**config.mk**
```make
export PLATFORM = sky130hd
export DESIGN_NAME = order_slot_state_manager
export DESIGN_NICKNAME = d
export VERILOG_FILES = /design/src/ossm_pkg.sv /design/src/order_slot_state_manager.sv
export SDC_FILE = /design/constraint.sdc
export NUM_CORES = 2
export LEC_CHECK = 0
export ABC_AREA = 1
export BUFFER_PORTS_ARGS = -buffer_cell sky130_fd_sc_hd__buf_2
export CAP_MARGIN = 20
export CORE_UTILIZATION = 60
export DETAILED_ROUTE_END_ITERATION = 6
export PLACE_DENSITY = 0.77
export SYNTH_ARGS = -nofsm -noshare
export SYNTH_HDL_FRONTEND = slang
export SYNTH_SLANG_ARGS = --single-unit
```
**constraint.sdc**
```tcl
create_clock -name i_clk -period 20.4 [get_ports i_clk]
set_input_delay 4.08 -clock i_clk [delete_from_list [all_inputs] [get_ports i_clk]]
set_output_delay 4.08 -clock i_clk [all_outputs]
set_load 0.01 [all_outputs]
```
**src/ossm_pkg.sv**
```systemverilog
// ----------------------------------------------------------------------------
// ossm_pkg
// Types and codes shared by the order slot state manager: item structs,
// slot record, slot status codes, request kinds and exchange response codes.
// ----------------------------------------------------------------------------
`default_nettype none

package ossm_pkg;

    // Slot status codes
    localparam logic [2:0] SLOT_INVALID        = 3'd0;
    localparam logic [2:0] SLOT_PENDING_NEW    = 3'd1;
    localparam logic [2:0] SLOT_LIVE           = 3'd2;
    localparam logic [2:0] SLOT_PENDING_CANCEL = 3'd3;
    localparam logic [2:0] SLOT_DEAD           = 3'd4;

    // Item source
    localparam logic FUNC_MOVE     = 1'b0;
    localparam logic FUNC_RESPONSE = 1'b1;

    // Request kinds
    localparam logic REQ_NEW    = 1'b0;
    localparam logic REQ_CANCEL = 1'b1;

    // Exchange response codes
    localparam logic [2:0] RSP_ACCEPTED = 3'd0;
    localparam logic [2:0] RSP_CANCELED = 3'd1;
    localparam logic [2:0] RSP_FILLED   = 3'd2;

    localparam logic [31:0] NO_PRICE       = 32'hFFFF_FFFF;
    localparam logic [31:0] FIRST_ORDER_ID = 32'd1;

    typedef struct packed {
        logic        func;
        logic [2:0]  ticker_index;
        logic        side;
        logic [31:0] price;
        logic [31:0] quantity;
        logic        risk_allowed;
        logic [2:0]  response_type;
        logic [31:0] remain_qty;
    } t_in_item;

    typedef struct packed {
        logic        request_kind;
        logic [31:0] order_id;
        logic [2:0]  req_ticker;
        logic        req_side;
        logic [31:0] req_price;
        logic [31:0] req_quantity;
    } t_out_item;

    typedef struct packed {
        logic [2:0]  status;
        logic [31:0] order_id;
        logic [31:0] price;
        logic [31:0] quantity;
    } t_slot;

endpackage

`default_nettype wire

```
**src/order_slot_state_manager.sv**
```systemverilog
// ----------------------------------------------------------------------------
// order_slot_state_manager
// Keeps one order slot per instrument and side in a synchronous slot memory
// and turns strategy moves into new/cancel requests; exchange responses
// update the slot in place.
// ----------------------------------------------------------------------------
//
//  channel   | direction | handshake                  | payload
//  ----------+-----------+----------------------------+-------------
//  input     | in        | i_in_valid / o_in_stall    | i_in_item
//  output    | out       | o_out_valid / i_out_stall  | o_out_item
//
//  An accepted item's slot is read from the slot memory into r_rdata; the
//  execute step then applies the update, writes the slot back and, if a
//  request results, loads the output register.
//  The execute step waits while a full output register is stalled; a new
//  item is still taken while a finished result waits in the output register.
//  After reset a clearing pass zeroes all 2*NUM_TICKERS slots of the memory;
//  o_in_stall stays high until it ends.
// ----------------------------------------------------------------------------
`default_nettype none

module order_slot_state_manager
    import ossm_pkg::*;
#(
    parameter int NUM_TICKERS = 8
) (
    input  wire logic      i_clk,
    input  wire logic      i_rst_n,
    input  wire logic      i_in_valid,
    output logic           o_in_stall,
    input  wire t_in_item  i_in_item,
    output logic           o_out_valid,
    input  wire logic      i_out_stall,
    output t_out_item      o_out_item
);

    localparam int NUM_SLOTS = 2 * NUM_TICKERS;
    localparam int SLOT_W    = (NUM_SLOTS > 1) ? $clog2(NUM_SLOTS) : 1;
    localparam int IDX_W     = (SLOT_W > 4) ? SLOT_W : 4;
    localparam logic [8:0]        NT_LIMIT  = 9'(NUM_TICKERS);
    localparam logic [SLOT_W-1:0] LAST_SLOT = SLOT_W'(NUM_SLOTS - 1);

    // Control states
    localparam logic [1:0] S_CLEAR = 2'd0;
    localparam logic [1:0] S_IDLE  = 2'd1;
    localparam logic [1:0] S_EXEC  = 2'd2;

    logic [1:0]        r_state;
    logic [1:0]        n_state;
    logic [SLOT_W-1:0] r_clr_idx;
    logic [31:0]       r_next_id;
    logic [31:0]       n_next_id;
    t_in_item          r_item;
    logic              r_in_range;
    logic [SLOT_W-1:0] r_slot_idx;
    logic              r_out_valid;
    t_out_item         r_out_item;

    // Slot memory
    t_slot             r_mem [NUM_SLOTS];
    t_slot             r_rdata;
    logic              mem_we;
    logic [SLOT_W-1:0] mem_waddr;
    t_slot             mem_wdata;

    logic              in_accept;
    logic              in_range;
    logic [IDX_W-1:0]  idx_wide;
    logic [SLOT_W-1:0] in_slot_idx;
    logic              can_load;
    logic              commit;
    logic              emit;
    t_out_item         n_out;
    t_slot             n_slot;

    // Decode the addressed slot of an incoming item
    assign in_range    = ({6'd0, i_in_item.ticker_index} < NT_LIMIT);
    assign idx_wide    = IDX_W'({i_in_item.ticker_index, i_in_item.side});
    assign in_slot_idx = idx_wide[SLOT_W-1:0];

    assign o_in_stall = (r_state != S_IDLE);
    assign in_accept  = i_in_valid && (r_state == S_IDLE);
    assign can_load   = !r_out_valid || !i_out_stall;
    assign commit     = (r_state == S_EXEC) && can_load;

    // Apply the move or the response to the slot read from memory
    always_comb begin
        n_slot    = r_rdata;
        n_next_id = r_next_id;
        emit      = 1'b0;
        n_out     = '0;
        if (r_item.func == FUNC_MOVE) begin
            if (r_rdata.status == SLOT_LIVE) begin
                if ((r_rdata.price != r_item.price)
                        || (r_rdata.quantity != r_item.quantity)) begin
                    emit               = 1'b1;
                    n_out.request_kind = REQ_CANCEL;
                    n_out.order_id     = r_rdata.order_id;
                    n_out.req_ticker   = r_item.ticker_index;
                    n_out.req_side     = r_item.side;
                    n_out.req_price    = r_rdata.price;
                    n_out.req_quantity = r_rdata.quantity;
                    n_slot.status      = SLOT_PENDING_CANCEL;
                end
            end else if ((r_rdata.status == SLOT_INVALID)
                    || (r_rdata.status == SLOT_DEAD)) begin
                if ((r_item.price != NO_PRICE) && r_item.risk_allowed) begin
                    emit               = 1'b1;
                    n_out.request_kind = REQ_NEW;
                    n_out.order_id     = r_next_id;
                    n_out.req_ticker   = r_item.ticker_index;
                    n_out.req_side     = r_item.side;
                    n_out.req_price    = r_item.price;
                    n_out.req_quantity = r_item.quantity;
                    n_slot.status      = SLOT_PENDING_NEW;
                    n_slot.order_id    = r_next_id;
                    n_slot.price       = r_item.price;
                    n_slot.quantity    = r_item.quantity;
                    n_next_id          = r_next_id + 32'd1;
                end
            end
        end else begin
            case (r_item.response_type)
                RSP_ACCEPTED: begin
                    n_slot.status = SLOT_LIVE;
                end
                RSP_CANCELED: begin
                    n_slot.status   = SLOT_DEAD;
                    n_slot.quantity = r_item.remain_qty;
                end
                RSP_FILLED: begin
                    n_slot.quantity = r_item.remain_qty;
                    if (r_item.remain_qty == 32'd0) begin
                        n_slot.status = SLOT_DEAD;
                    end
                end
                default: begin
                    n_slot = r_rdata;
                end
            endcase
        end
        // Drop items for instruments beyond the configured count
        if (!r_in_range) begin
            n_slot    = r_rdata;
            n_next_id = r_next_id;
            emit      = 1'b0;
        end
    end

    // Memory write port: clearing pass, then write-back at commit
    always_comb begin
        if (r_state == S_CLEAR) begin
            mem_we    = 1'b1;
            mem_waddr = r_clr_idx;
            mem_wdata = '0;
        end else begin
            mem_we    = commit && r_in_range;
            mem_waddr = r_slot_idx;
            mem_wdata = n_slot;
        end
    end

    always_ff @(posedge i_clk) begin
        if (mem_we) begin
            r_mem[mem_waddr] <= mem_wdata;
        end
        if (in_accept) begin
            r_rdata <= r_mem[in_slot_idx];
        end
    end

    // Next control state
    always_comb begin
        n_state = r_state;
        unique case (r_state)
            S_CLEAR: begin
                if (r_clr_idx == LAST_SLOT) begin
                    n_state = S_IDLE;
                end
            end
            S_IDLE: begin
                if (in_accept) begin
                    n_state = S_EXEC;
                end
            end
            S_EXEC: begin
                if (commit) begin
                    n_state = S_IDLE;
                end
            end
            default: begin
                n_state = S_CLEAR;
            end
        endcase
    end

    // Control registers
    always_ff @(posedge i_clk) begin
        if (!i_rst_n) begin
            r_state     <= S_CLEAR;
            r_clr_idx   <= '0;
            r_next_id   <= FIRST_ORDER_ID;
            r_out_valid <= 1'b0;
        end else begin
            r_state <= n_state;
            if (r_state == S_CLEAR) begin
                r_clr_idx <= r_clr_idx + SLOT_W'(1);
            end
            if (commit) begin
                r_next_id <= n_next_id;
            end
            if (commit && emit) begin
                r_out_valid <= 1'b1;
            end else if (!i_out_stall) begin
                r_out_valid <= 1'b0;
            end
        end
    end

    // Hold the accepted item and load the result
    always_ff @(posedge i_clk) begin
        if (in_accept) begin
            r_item     <= i_in_item;
            r_in_range <= in_range;
            r_slot_idx <= in_slot_idx;
        end
        if (commit && emit) begin
            r_out_item <= n_out;
        end
    end

    assign o_out_valid = r_out_valid;
    assign o_out_item  = r_out_item;

endmodule

`default_nettype wire
```
==> results.sh <==
export IMPL_run_status="complete, no violations"
export IMPL_synthesis_area_um2=78700
export IMPL_die_x_um=364
export IMPL_maxCapViolCount=0
export IMPL_switchingPower_mw=1.75
export IMPL_antenna_found_initial=4
export IMPL_vias=49700
export IMPL_yosys_warnings=0
export IMPL_rsz0062_at_grt="false"
export IMPL_grt_pass1_vias=47300
export IMPL_ys_types=41
export IMPL_dpl_hpwl_mm=98.3
export IMPL_grt_pass1_wl_mm=290
export IMPL_fin_setup_tns_ps=0
export IMPL_root_buffer="clkbuf_16"
export IMPL_io_pins=212
export IMPL_clock_sinks=1928
export IMPL_fp_dieH_um=364
export IMPL_drc=0
export IMPL_cts_tree="yes"
export IMPL_relSlewSlack_pct=22.2
export IMPL_grt_overflow=0
export IMPL_synth_cells=5869
export IMPL_syn_avg_cell_area_um2=13.4
export IMPL_leakage_nw=32.8
export IMPL_tightest_slew_ps=1170
export IMPL_power_share_combinational_pct=4.2
export IMPL_dr_pass1_iters=6
export IMPL_layout_common_cells="edfxtp_1, nand2_1, inv_1"
export IMPL_fin_nets=6117
export IMPL_grt_max_degree=226
export IMPL_drt_total_wl_mm=198
export IMPL_cts_max_level=4
export IMPL_setup_viol=0
export IMPL_ys_ff_latch=1928
export IMPL_power_density_nw_per_um2=93.8
export IMPL_num_rows=132
export IMPL_fmax_ghz=0.128
export IMPL_drtIter0Drc=6422
export IMPL_critPathSlowestCell="buf_4"
export IMPL_clkTransAtPathRegs_ps=60
export IMPL_synth_ff_type="edfxtp_1"
export IMPL_die_area_um2=133000
export IMPL_gp_congestion=0.837
export IMPL_post_cts_buffers=0
export IMPL_final_common_cell="edfxtp_1"
export IMPL_synth_edf_count=1889
export IMPL_drive_above_1_share_pct=10.2
export IMPL_numCtsBuffers=187
export IMPL_routedWlPerCell_um=25.1
export IMPL_start_util_pct=60.6
export IMPL_pwr_share_seq_pct=53.4
export IMPL_grt_usage_pct=29.6
export IMPL_min_from="r_clr_idx[3]"
export IMPL_timing_rr_start="r_state[0]"
export IMPL_place_port_buffers=211
export IMPL_internal_power_mw=6.47
export IMPL_critical_path_class="in -> reg"
export IMPL_synth_area_top_cells="edfxtp_1, mux2i_1, o211ai_1"
export IMPL_yosys_area_top_type="edfxtp_1"
export IMPL_hold_violations=0
export IMPL_period_share_pct=38.2
export IMPL_fin_crit_ps=7800
export IMPL_drv_slew=0
export IMPL_worst_ep_required_time_ps=20980
export IMPL_clkPwrFrac_pct=42.4
export IMPL_ant_nets=0
export IMPL_synth_async_sr_flop_share_pct=0
export IMPL_holdWs_ps=525
export IMPL_endpoint_kind="flip-flop"
export IMPL_cts_path_max_buffers=3
export IMPL_holdCritPathClass="reg -> reg"
export IMPL_start_kind="input pin"
export IMPL_swShare_pct=21.3
export IMPL_worstPathArrival_ps=8380
export IMPL_clk_latency_ps=840
export IMPL_syn_nets=5980
export IMPL_path_cells="buf_8 > buf_4 > buf_4 > buf_12 > mux2i_1 > o21ai_0 > o211ai_1 > nand2_1"
export IMPL_core_um2=130000
export IMPL_area_delta_synth_final_pct=11.4
export IMPL_critPathLaunch="i_in_item[100]"
export IMPL_cts_resized=0
export IMPL_post_cts_hold_buffer_count=0
export IMPL_avgViaCountPerCell=6.28
export IMPL_critPathMaxStageDelay_ps=930
export IMPL_cp_common_cell="buf_4"
export IMPL_ys_seq_area_share_pct=73.0
export IMPL_synth_top_cell_area_share_pct=72.1
export IMPL_cp_max_fo=225
export IMPL_fin_skew_ps=43.4
export IMPL_ir_drop_v=0.0000664
[stage by stage]
step	setup slack, ps	total power [mW]	instance area, um2	util [%]	instances
4_1_cts	12750	8.25	87500	67.4	7886
3_3_place_gp	12000	4.80	81200	62.6	7536
6_report	12600	8.22	87700	67.5	7911
5_1_grt	12340	8.43	87700	67.5	7908
2_1_floorplan	7100	4.70	78700	-	5869
3_5_place_dp	11850	4.81	81300	62.6	7537
[worst max-delay path: cells and delay by family]
family / cells / cell delay (ps)
buf+inv: 4 / 3280
mux: 1 / 310
simple gates: 1 / 70
compound gates: 2 / 360
[power by group through the flow]
stage	Combinational [mW]	Clock [mW]	Sequential [mW]
6_report	0.344	3.49	4.39
5_1_grt	0.369	3.67	4.39
4_1_cts	0.340	3.52	4.39
3_5_place_dp	0.337	0	4.47
3_3_place_gp	0.328	0	4.47
2_1_floorplan	0.224	0	4.48
[cell type report]
| class | instances | area (um2) |
|---|---|---|
| antenna | 3 | 7.51 |
| clock buffer | 219 | 4800 |
| clock inverter | 130 | 1430 |
| fill | 8626 | 42100 |
| inverter | 617 | 2340 |
| multi-input combinational | 2963 | 17400 |
| sequential | 1928 | 57500 |
| tap | 1742 | 2180 |
| timing repair buffer | 309 | 1980 |
[worst paths after layout]
path	end	slack (ps)	cells after the start
min reg2reg	r_clr_idx[3]	530	2
max	r_rdata[68]	12600	8
min	r_clr_idx[3]	530	2
max reg2reg	r_mem[8][48]	15010	10
[registers in the layout, summed over array words and instances, names as in the netlist]
signal,cells
r_state,2
r_rdata,99
r_mem,1584
r_next_id,32
o_out_valid,1
o_out_item,101
r_clr_idx,4
r_slot_idx,1
r_item,104
[synth_stat cells (2+ instances only)]
cell,instances
nor3_1,19
a21oi_1,501
nand3b_1,3
inv_1,599
nor2_1,101
edfxtp_1,1889
xor2_1,26
o21ai_1,36
dfxtp_1,39
nor3_2,4
ha_1,2
o211ai_1,396
mux2i_1,396
buf_4,23
o22ai_1,32
buf_6,8
o21ai_0,471
nand2_1,656
buf_1,36
nand3_1,238
nand3_2,2
nand4_1,25
xnor2_1,11
a221oi_1,32
inv_2,17
buf_2,93
clkbuf_1,200
[cell families (layout without fill, tap and decap cells)]
logic type               Yosys count  after routing  share of synthesized area (%)
XOR/XNOR                          37             37                          0.412
other                              0              3                              0
multiplexers                     396            396                           5.04
AO/OA/AOI/OAI                   1472           1472                           10.8
buffers and inverters            978           1275                           5.00
flip-flops                      1928           1928                           73.0
AND/OR/NAND/NOR                 1056           1056                           5.63
adder cells (fa/ha/maj)            2              2                         0.0318
[layer usage]
layer	vias up	global-route usage, %	wire, um
met5	-	0	12
met4	2	11.4	7050
met3	486	4.47	20800
met2	3109	48.5	96000
li1	21800	-	-
met1	24300	40.3	74500
Note: power is estimated with default switching activity, not from simulation.
